$ cat src/rtl/fir_er_pkg.sv
// Shared types and constants for the edge-replicating FIR filter.
`timescale 1ns / 1ps
package fir_er_pkg;

    localparam int MAX_TAPS_DEF   = 32;
    localparam int DATA_WIDTH_DEF = 16;
    localparam int IDX_W          = 5;
    localparam int TC_W           = 6;
    localparam int CNT_W          = 9;
    localparam int OUT_W          = 37;
    localparam int OUT_TDATA_W    = ((OUT_W + 7) / 8) * 8;

    typedef enum logic [0:0] {
        KIND_LOAD = 1'b0,
        KIND_PUSH = 1'b1
    } t_kind;

    typedef struct packed {
        t_kind              kind;
        logic [IDX_W-1:0]   idx;
        logic               last;
        logic [CNT_W-1:0]   cnt;
    } t_cmd;

endpackage

$ cat src/rtl/fir_er_fifo.sv
// Two-entry request queue between the front and back parts.
`timescale 1ns / 1ps
module fir_er_fifo #(
    parameter int WIDTH = 8
) (
    input  logic             i_clk,
    input  logic             i_rst_n,
    input  logic             i_valid,
    output logic             o_ready,
    input  logic [WIDTH-1:0] i_data,
    output logic             o_valid,
    input  logic             i_ready,
    output logic [WIDTH-1:0] o_data
);

    logic [WIDTH-1:0] r_mem [2];
    logic             r_wr_ptr;
    logic             r_rd_ptr;
    logic [1:0]       r_count;
    logic             c_push;
    logic             c_pop;

    assign o_ready = (r_count != 2'd2);
    assign o_valid = (r_count != 2'd0);
    assign o_data  = r_mem[r_rd_ptr];
    assign c_push  = i_valid && o_ready;
    assign c_pop   = o_valid && i_ready;

    always_ff @(posedge i_clk) begin
        if (!i_rst_n) begin
            r_wr_ptr <= 1'b0;
            r_rd_ptr <= 1'b0;
            r_count  <= 2'd0;
        end else begin
            if (c_push) begin
                r_mem[r_wr_ptr] <= i_data;
                r_wr_ptr        <= ~r_wr_ptr;
            end
            if (c_pop) begin
                r_rd_ptr <= ~r_rd_ptr;
            end
            case ({c_push, c_pop})
                2'b10:   r_count <= r_count + 2'd1;
                2'b01:   r_count <= r_count - 2'd1;
                default: r_count <= r_count;
            endcase
        end
    end

endmodule

$ cat src/rtl/fir_er_front.sv
// Front part: accepts input requests, drops bad loads, sizes sample pushes.
`timescale 1ns / 1ps
module fir_er_front #(
    parameter int MAX_TAPS   = fir_er_pkg::MAX_TAPS_DEF,
    parameter int DATA_WIDTH = fir_er_pkg::DATA_WIDTH_DEF,
    parameter int WW         = $clog2(MAX_TAPS + 1),
    parameter int IN_TDATA_W = ((fir_er_pkg::IDX_W + DATA_WIDTH + 7) / 8) * 8
) (
    input  logic                  i_clk,
    input  logic                  i_rst_n,
    input  logic [WW-1:0]         i_w,
    input  logic                  s_axis_tvalid,
    output logic                  s_axis_tready,
    input  logic [IN_TDATA_W-1:0] s_axis_tdata,
    input  logic                  s_axis_tuser,
    input  logic                  s_axis_tlast,
    output logic                  o_cmd_valid,
    input  logic                  i_cmd_ready,
    output fir_er_pkg::t_cmd      o_cmd,
    output logic [DATA_WIDTH-1:0] o_cmd_value
);
    import fir_er_pkg::*;

    logic             r_mid;
    logic             c_push_kind;
    logic             c_keep;
    logic [WW-1:0]    c_half;
    logic [CNT_W-1:0] c_base;
    logic [CNT_W-1:0] c_cnt;
    logic [IDX_W-1:0] c_idx;

    assign c_idx       = s_axis_tdata[IDX_W-1:0];
    assign c_push_kind = (t_kind'(s_axis_tuser) == KIND_PUSH);
    assign c_keep      = c_push_kind || (32'(c_idx) < MAX_TAPS);
    assign c_half      = i_w >> 1;
    assign c_base      = r_mid ? CNT_W'(1) : CNT_W'(c_half) + CNT_W'(1);
    assign c_cnt       = s_axis_tlast ? c_base + CNT_W'(c_half) : c_base;

    assign s_axis_tready = i_cmd_ready;
    assign o_cmd_valid   = s_axis_tvalid && c_keep;
    assign o_cmd_value   = s_axis_tdata[IDX_W +: DATA_WIDTH];

    always_comb begin
        o_cmd.kind = c_push_kind ? KIND_PUSH : KIND_LOAD;
        o_cmd.idx  = c_idx;
        o_cmd.last = s_axis_tlast;
        o_cmd.cnt  = c_cnt;
    end

    always_ff @(posedge i_clk) begin
        if (!i_rst_n) begin
            r_mid <= 1'b0;
        end else if (s_axis_tvalid && s_axis_tready && c_push_kind) begin
            r_mid <= !s_axis_tlast;
        end
    end

endmodule

$ cat src/rtl/fir_er_back.sv
// Back part: tap memory, circular delay line and one shared multiply-accumulate.
`timescale 1ns / 1ps
module fir_er_back #(
    parameter int MAX_TAPS   = fir_er_pkg::MAX_TAPS_DEF,
    parameter int DATA_WIDTH = fir_er_pkg::DATA_WIDTH_DEF,
    parameter int WW         = $clog2(MAX_TAPS + 1)
) (
    input  logic                         i_clk,
    input  logic                         i_rst_n,
    input  logic [WW-1:0]                i_w,
    input  logic                         i_cmd_valid,
    output logic                         o_cmd_ready,
    input  fir_er_pkg::t_cmd             i_cmd,
    input  logic [DATA_WIDTH-1:0]        i_cmd_value,
    output logic                         o_m_valid,
    input  logic                         i_m_ready,
    output logic [fir_er_pkg::OUT_W-1:0] o_m_data,
    output logic                         o_m_last
);
    import fir_er_pkg::*;

    localparam int PW    = (MAX_TAPS > 1) ? $clog2(MAX_TAPS) : 1;
    localparam int DEPTH = 1 << PW;

    typedef enum logic [2:0] {
        B_IDLE,
        B_PUSH,
        B_MAC,
        B_DRAIN,
        B_OUT
    } t_bstate;

    t_bstate                        r_state;
    logic [DATA_WIDTH-1:0]          r_tap_mem [DEPTH];
    logic [DATA_WIDTH-1:0]          r_dl_mem  [DEPTH];
    logic signed [DATA_WIDTH-1:0]   r_tap_q;
    logic signed [DATA_WIDTH-1:0]   r_dl_q;
    logic signed [2*DATA_WIDTH-1:0] r_prod;
    logic [OUT_W-1:0]               r_acc;
    logic [PW-1:0]                  r_wp;
    logic [WW-1:0]                  r_fill;
    logic [WW-1:0]                  r_j;
    logic [CNT_W-1:0]               r_left;
    logic [DATA_WIDTH-1:0]          r_val;
    logic                           r_last;
    logic                           r_rd_v;
    logic                           r_mul_v;
    logic                           r_out_valid;
    logic [OUT_W-1:0]               r_out_data;
    logic                           r_out_last;
    logic [WW-1:0]                  c_fill_next;
    logic [PW-1:0]                  c_dl_addr;
    logic                           c_tap_we;

    assign o_cmd_ready = (r_state == B_IDLE);
    assign o_m_valid   = r_out_valid;
    assign o_m_data    = r_out_data;
    assign o_m_last    = r_out_last;

    assign c_fill_next = (r_fill == WW'(MAX_TAPS)) ? r_fill : r_fill + WW'(1);
    assign c_dl_addr   = r_wp + PW'(r_j) - PW'(i_w);
    assign c_tap_we    = (r_state == B_IDLE) && i_cmd_valid && (i_cmd.kind == KIND_LOAD);

    always_ff @(posedge i_clk) begin
        if (c_tap_we) begin
            r_tap_mem[PW'(i_cmd.idx)] <= i_cmd_value;
        end
        r_tap_q <= r_tap_mem[PW'(r_j)];
    end

    always_ff @(posedge i_clk) begin
        if (r_state == B_PUSH) begin
            r_dl_mem[r_wp] <= r_val;
        end
        r_dl_q <= r_dl_mem[c_dl_addr];
    end

    always_ff @(posedge i_clk) begin
        if (!i_rst_n) begin
            r_state     <= B_IDLE;
            r_wp        <= '0;
            r_fill      <= '0;
            r_rd_v      <= 1'b0;
            r_mul_v     <= 1'b0;
            r_out_valid <= 1'b0;
        end else begin
            r_rd_v  <= 1'b0;
            r_mul_v <= r_rd_v;
            if (r_rd_v) begin
                r_prod <= r_tap_q * r_dl_q;
            end
            if (r_mul_v) begin
                r_acc <= r_acc + OUT_W'(r_prod);
            end
            if (r_out_valid && i_m_ready) begin
                r_out_valid <= 1'b0;
            end
            case (r_state)
                B_IDLE: begin
                    if (i_cmd_valid && (i_cmd.kind == KIND_PUSH)) begin
                        r_val   <= i_cmd_value;
                        r_last  <= i_cmd.last;
                        r_left  <= i_cmd.cnt;
                        r_state <= B_PUSH;
                    end
                end
                B_PUSH: begin
                    r_wp   <= r_wp + PW'(1);
                    r_fill <= c_fill_next;
                    r_left <= r_left - CNT_W'(1);
                    if (c_fill_next >= i_w) begin
                        r_j     <= '0;
                        r_acc   <= '0;
                        r_state <= B_MAC;
                    end else if (r_left == CNT_W'(1)) begin
                        if (r_last) begin
                            r_fill <= '0;
                        end
                        r_state <= B_IDLE;
                    end
                end
                B_MAC: begin
                    r_rd_v <= 1'b1;
                    r_j    <= r_j + WW'(1);
                    if (r_j == i_w - WW'(1)) begin
                        r_state <= B_DRAIN;
                    end
                end
                B_DRAIN: begin
                    if (!r_rd_v && !r_mul_v) begin
                        r_state <= B_OUT;
                    end
                end
                B_OUT: begin
                    if (!r_out_valid || i_m_ready) begin
                        r_out_valid <= 1'b1;
                        r_out_data  <= r_acc;
                        r_out_last  <= r_last && (r_left == '0);
                        if (r_left == '0) begin
                            if (r_last) begin
                                r_fill <= '0;
                            end
                            r_state <= B_IDLE;
                        end else begin
                            r_state <= B_PUSH;
                        end
                    end
                end
                default: r_state <= B_IDLE;
            endcase
        end
    end

    a_push_left: assert property (@(posedge i_clk) disable iff (!i_rst_n)
        (r_state == B_PUSH) |-> (r_left != '0))
        else $error("push step with no pushes left");

    a_fill_sat: assert property (@(posedge i_clk) disable iff (!i_rst_n)
        32'(r_fill) <= MAX_TAPS)
        else $error("fill level beyond window depth");

    a_out_drained: assert property (@(posedge i_clk) disable iff (!i_rst_n)
        (r_state == B_OUT) |-> (!r_rd_v && !r_mul_v))
        else $error("result taken before accumulation finished");

    a_rd_from_mac: assert property (@(posedge i_clk) disable iff (!i_rst_n)
        r_rd_v |-> ($past(r_state) == B_MAC))
        else $error("tap read issued outside accumulation");

endmodule

$ cat src/rtl/fir_filter_edge_replicate_core.sv
// Top level of the edge-replicating FIR filter.
//
//  channel   dir  handshake                      payload
//  s_axis    in   s_axis_tvalid/s_axis_tready    tdata: tap_index, value; tuser: action;
//                                                tlast: last
//  m_axis    out  m_axis_tvalid/m_axis_tready    tdata: filtered; tlast: last_out
//  cfg       in   i_cfg_valid/o_cfg_ready        i_cfg_data: tap_count
//
//  A tap load is written while the back part is idle. A sample expands into its pushes;
//  a push that leaves the window short yields no result, and one that yields a result
//  walks the single multiply-accumulate over the W taps.
//  A two-entry queue lets the front take requests while the back works.
//  Reset is synchronous, active low; tap and delay memories are not cleared.
//  A held result stalls the back at its next result, then the queue fills and blocks input.
`timescale 1ns / 1ps
module fir_filter_edge_replicate_core #(
    parameter int MAX_TAPS   = fir_er_pkg::MAX_TAPS_DEF,
    parameter int DATA_WIDTH = fir_er_pkg::DATA_WIDTH_DEF,
    localparam int IN_TDATA_W = ((fir_er_pkg::IDX_W + DATA_WIDTH + 7) / 8) * 8
) (
    input  logic                               i_clk,
    input  logic                               i_rst_n,
    input  logic                               i_cfg_valid,
    output logic                               o_cfg_ready,
    input  logic [fir_er_pkg::TC_W-1:0]        i_cfg_data,
    input  logic                               s_axis_tvalid,
    output logic                               s_axis_tready,
    input  logic [IN_TDATA_W-1:0]              s_axis_tdata,   // tap_index, value
    input  logic                               s_axis_tuser,   // action
    input  logic                               s_axis_tlast,
    output logic                               m_axis_tvalid,
    input  logic                               m_axis_tready,
    output logic [fir_er_pkg::OUT_TDATA_W-1:0] m_axis_tdata,   // filtered
    output logic                               m_axis_tlast
);
    import fir_er_pkg::*;

    localparam int WW  = $clog2(MAX_TAPS + 1);
    localparam int Q_W = $bits(t_cmd) + DATA_WIDTH;

    logic [TC_W-1:0]       r_tap_count;
    logic [WW-1:0]         c_w;
    logic                  c_f_valid;
    logic                  c_f_ready;
    t_cmd                  c_f_cmd;
    logic [DATA_WIDTH-1:0] c_f_value;
    logic                  c_b_valid;
    logic                  c_b_ready;
    logic [Q_W-1:0]        c_q_out;
    t_cmd                  c_b_cmd;
    logic [DATA_WIDTH-1:0] c_b_value;
    logic [OUT_W-1:0]      c_m_data;

    assign o_cfg_ready = 1'b1;

    always_ff @(posedge i_clk) begin
        if (!i_rst_n) begin
            r_tap_count <= TC_W'(1);
        end else if (i_cfg_valid && o_cfg_ready) begin
            r_tap_count <= i_cfg_data;
        end
    end

    always_comb begin
        if (r_tap_count == '0) begin
            c_w = WW'(1);
        end else if (32'(r_tap_count) > MAX_TAPS) begin
            c_w = WW'(MAX_TAPS);
        end else begin
            c_w = WW'(r_tap_count);
        end
    end

    fir_er_front #(
        .MAX_TAPS   (MAX_TAPS),
        .DATA_WIDTH (DATA_WIDTH),
        .WW         (WW),
        .IN_TDATA_W (IN_TDATA_W)
    ) u_front (
        .i_clk         (i_clk),
        .i_rst_n       (i_rst_n),
        .i_w           (c_w),
        .s_axis_tvalid (s_axis_tvalid),
        .s_axis_tready (s_axis_tready),
        .s_axis_tdata  (s_axis_tdata),
        .s_axis_tuser  (s_axis_tuser),
        .s_axis_tlast  (s_axis_tlast),
        .o_cmd_valid   (c_f_valid),
        .i_cmd_ready   (c_f_ready),
        .o_cmd         (c_f_cmd),
        .o_cmd_value   (c_f_value)
    );

    fir_er_fifo #(
        .WIDTH (Q_W)
    ) u_queue (
        .i_clk   (i_clk),
        .i_rst_n (i_rst_n),
        .i_valid (c_f_valid),
        .o_ready (c_f_ready),
        .i_data  ({c_f_value, c_f_cmd}),
        .o_valid (c_b_valid),
        .i_ready (c_b_ready),
        .o_data  (c_q_out)
    );

    assign c_b_cmd   = c_q_out[$bits(t_cmd)-1:0];
    assign c_b_value = c_q_out[Q_W-1:$bits(t_cmd)];

    fir_er_back #(
        .MAX_TAPS   (MAX_TAPS),
        .DATA_WIDTH (DATA_WIDTH),
        .WW         (WW)
    ) u_back (
        .i_clk       (i_clk),
        .i_rst_n     (i_rst_n),
        .i_w         (c_w),
        .i_cmd_valid (c_b_valid),
        .o_cmd_ready (c_b_ready),
        .i_cmd       (c_b_cmd),
        .i_cmd_value (c_b_value),
        .o_m_valid   (m_axis_tvalid),
        .i_m_ready   (m_axis_tready),
        .o_m_data    (c_m_data),
        .o_m_last    (m_axis_tlast)
    );

    assign m_axis_tdata = OUT_TDATA_W'(c_m_data);

endmodule
$ cat config.mk
export PLATFORM = sky130hd
export DESIGN_NAME = fir_filter_edge_replicate_core
export DESIGN_NICKNAME = d
export VERILOG_FILES = /design/src/rtl/fir_er_pkg.sv /design/src/rtl/fir_er_fifo.sv /design/src/rtl/fir_er_front.sv /design/src/rtl/fir_er_back.sv /design/src/rtl/fir_filter_edge_replicate_core.sv
export SDC_FILE = /design/constraint.sdc
export NUM_CORES = 2
export LEC_CHECK = 0
export ABC_AREA = 0
export BUFFER_PORTS_ARGS = -buffer_cell sky130_fd_sc_hd__buf_2
export CELL_PAD_IN_SITES_DETAIL_PLACEMENT = 0
export CELL_PAD_IN_SITES_GLOBAL_PLACEMENT = 1
export CORE_ASPECT_RATIO = 2
export CORE_MARGIN = 2
export CORE_UTILIZATION = 25
export DETAILED_ROUTE_END_ITERATION = 7
export GPL_ROUTABILITY_DRIVEN = 0
export GPL_TIMING_DRIVEN = 0
export PLACE_DENSITY = 0.49
export SLEW_MARGIN = 25
export SYNTH_ARGS = -nofsm -noshare
export SYNTH_HDL_FRONTEND = slang
export SYNTH_SLANG_ARGS = --single-unit
$ cat constraint.sdc
create_clock -name i_clk -period 9 [get_ports i_clk]
set_clock_uncertainty 0.2 [all_clocks]
set_input_delay 0.45 -clock i_clk [delete_from_list [all_inputs] [get_ports i_clk]]
set_output_delay 0.45 -clock i_clk [all_outputs]
set_load 0.03 [all_outputs]
==> metrics.csv <==
stage;metric;value;unit
setup_path;end_kind;register;
synthesis;synth_edf_count;1223;
final_layout;final_layout_size_suffix_gt1_frac;0.185;
global_routing;use_met1;0.137;
floorplanning;die_area;249000;um2
synthesis;ys_seq_area_frac;0.621;
hold_path;hold-path-cell-count;2;
synthesis;muxShareOfSynthArea;0.127;
setup_path;r2r-end;u_back.r_prod[31]$_DFFE_PP_;
sta;maxSlewViolCount;0;
synthesis;avgSynthCellArea;16.4;um2
global_routing;grt_pass1_vias;35300;
hold_path;hold_path_class;input port to register;
clock_tree;cts_tree;yes;
synthesis;synth-seq-cells;1284;
flow_run;maxCapViolCount;0;
floorplanning;die_w;354;um
sta;finalSetupViolCount;0;
floorplanning;fp-row-count;256;
final_layout;area_growth;16.5;%
sta;max_freq;123;MHz
final_layout;final_common_cell;edfxtp_1;
setup_path;worst_r2r_path_depth;23;
setup_path;cp_data_arrival_time;8.46;ns
placement;portBuffers;72;
setup_path;crit_start;u_back.r_dl_q[7]$_DFF_P_;
global_routing;grtUsageTotal;0.147;
clock_tree;htreeDepth;3;
routing;vias;32300;
floorplanning;initial_core_util;0.251;
placement;place_area;67000;um2
clock_tree;clock_latency;0.80;ns
routing;avgRoutedWirePerCell;24.8;um
setup_path;rrSetupSlack;0.88;ns
clock_tree;clock_sinks;1284;
sta;tns;0;ns
routing;firstDrtPassIters;5;
clock_tree;cts_buffers;114;
sta;max_slew_margin;0.278;
synthesis;synthXorXnorAreaFrac;0.0155;
synthesis;ys_types;75;
routing;drtAntennaViolNets;0;
sta;finalHoldViolCount;0;
synthesis;async_flop_share;0;
synthesis;synth.yosys.warnings;0;
routing;drt-vias-per-instance;4.38;
clock_tree;cts_root_buffer;clkbuf_16;
routing;first_iter_violations;1801;
floorplanning;die_h;703;um
global_routing;overflow;0;
setup_path;critPathKind;register to register;
global_routing;top_usage_layer;met2;
synthesis;synth_compound_area_frac;0.0329;
synthesis;synth_simple_gate_area_frac;0.0559;
synthesis;syn_inst;3734;
clock_tree;clkSlewWorstSetupHoldPaths;0.06;ns
placement;dp_hpwl;140;mm
global_routing;use_met3;0.0140;
final_layout;postLayoutCellArea;71200;um2
setup_path;required;9.34;ns
final_layout;layout_common_cells;edfxtp_1 (1,223), inv_1 (332), mux4_2 (288);
sta;tightest_slew;1.08;ns
synthesis;synth_top_family_by_area;multiplexers;
sta;grt_setup_unrepaired;no;
synthesis;dominantRegCellSynth;edfxtp_1;
clock_tree;cts_resized;0;
global_routing;grt_max_degree;42;
setup_path;start_kind;register;
global_routing;grt_pass1_wl;260;mm
setup_path;r2r_start;u_back.r_dl_q[7]$_DFF_P_;
floorplanning;ios;81;
sta;fin_ws;0.878;ns
clock_tree;cts_post_setup_buffers_inserted;0;
global_routing;use_met2;0.306;
sta;post-route-period-util;0.902;
placement;post-place-ws;0.711;ns
setup_path;crit_fanout;10;
run_status;outcome;completed;
synthesis;synth_fa_ha_area_frac;0.117;
clock_tree;clockBufferDepth;3;
synthesis;synth_area;61100;um2
setup_path;worstSetupEndpoint;u_back.r_prod[31]$_DFFE_PP_;
sta;finalCriticalPeriod;8.12;ns
floorplanning;core-area;243000;um2
routing;drt_wl_total;183;mm
final_layout;fin_util;0.293;
final_layout;nets;4493;
global_routing;antenna_found_initial;9;
routing;drc;0;
[Yosys cell counts (16+ instances only)]
| master | n | area (um2) |
|---|---|---|
| edfxtp_1 | 1223 | 36700 |
| inv_1 | 332 | 1250 |
| mux4_2 | 288 | 6490 |
| fa_1 | 267 | 5350 |
| nand2_1 | 217 | 815 |
| nor2_1 | 196 | 736 |
| ha_1 | 144 | 1800 |
| and2_1 | 137 | 857 |
| clkbuf_1 | 117 | 439 |
| a21oi_1 | 109 | 546 |
| xnor2_1 | 77 | 674 |
| mux2i_1 | 67 | 671 |
| dfxtp_1 | 61 | 1220 |
| mux2_2 | 51 | 574 |
| o21ai_0 | 42 | 210 |
| a21o_1 | 32 | 240 |
| xor2_1 | 31 | 272 |
| nor2b_1 | 30 | 188 |
| nand3_1 | 27 | 135 |
| o21ai_1 | 27 | 135 |
| a211oi_1 | 26 | 195 |
| buf_1 | 25 | 93.8 |
| and3_1 | 18 | 113 |
| nor3_1 | 18 | 90.1 |
| nand2b_1 | 16 | 100 |
[metal layers]
metal	wire length [um]	vias up
li1	-	14400
met1	59700	17000
met2	109000	566
met3	4430	267
met4	9620	4
met5	25	-
[worst max-delay path, stage by stage (launching register included)]
cell and delay [ns]:
dfxtp_1 0.69, clkbuf_1 0.53, nand2_1 0.16, fa_1 0.57, inv_1 0.05, fa_1 0.49
inv_1 0.05, fa_1 0.56, inv_1 0.06, fa_1 0.46, fa_1 0.50, inv_1 0.05
fa_1 0.47, inv_1 0.04, ha_1 0.34, and4_1 0.25, nand2_1 0.07, nor2_1 0.07
a2111oi_1 0.56, a21oi_1 0.30, o41ai_2 0.67, o2111ai_1 0.26, a21oi_1 0.22, xnor2_1 0.23
[registers in the layout, summed over array words and instances (netlist names), 6 cells and up, named ones only]
name,flops
u_back.r_tap_mem,512
u_queue.r_mem,60
u_back.r_prod,32
u_back.r_fill,6
u_back.o_m_data,37
u_back.r_tap_q,16
u_back.r_dl_mem,512
u_back.r_j,6
u_back.r_val,16
r_tap_count,6
u_back.r_left,9
u_back.r_dl_q,16
u_back.r_acc,37
[metrics by stage]
step	instances	hold WS [ns]
floorplan	3738	0.226
global placement	7035	0.282
detailed placement	7117	0.282
CTS	7367	0.100
global route	7368	0.148
finish	7372	0.165
[cell families (layout without fill, tap and decap cells)]
| family | Yosys count | in the layout |
|---|---|---|
| flip-flops | 1284 | 1284 |
| AND/OR/NAND/NOR | 710 | 710 |
| buffers and inverters | 495 | 899 |
| adder cells (fa/ha/maj) | 411 | 411 |
| multiplexers | 406 | 406 |
| AO/OA/AOI/OAI | 318 | 318 |
| XOR/XNOR | 108 | 108 |
| other | 2 | 11 |
[cell type report]
class / instances / area [um2]
timing repair buffer: 191 / 1890
fill: 24300 / 172000
tap: 3225 / 4040
multi-input combinational: 1959 / 21600
clock inverter: 63 / 734
buffer: 158 / 634
inverter: 337 / 1260
antenna: 5 / 12.5
clock buffer: 150 / 3080
sequential: 1284 / 37900
[worst min-delay path by stage]
stage                                    start                        endpoint  slack [ns]
floorplan           u_back.r_acc[36]$_DFFE_PP_   u_back.o_m_data[36]$_DFFE_PP_        0.23
global placement     u_back.r_acc[3]$_DFFE_PP_    u_back.o_m_data[3]$_DFFE_PP_        0.28
detailed placement  u_back.r_acc[36]$_DFFE_PP_   u_back.o_m_data[36]$_DFFE_PP_        0.28
CTS                           s_axis_tdata[16]  u_queue.r_mem[0][27]$_DFFE_PP_        0.10
global route                  s_axis_tdata[16]  u_queue.r_mem[0][27]$_DFFE_PP_        0.15
finish                        s_axis_tdata[14]  u_queue.r_mem[0][25]$_DFFE_PP_        0.16
[repair_timing]
action	4_1_cts	5_1_grt
hold buffers	37	0
setup endpoints to repair	0	0
endpoints found under the hold margin	69	0
Power is left out: the tool's default activity adds up to more than one toggle a clock period on the data nets, which glitch-free logic cannot reach.
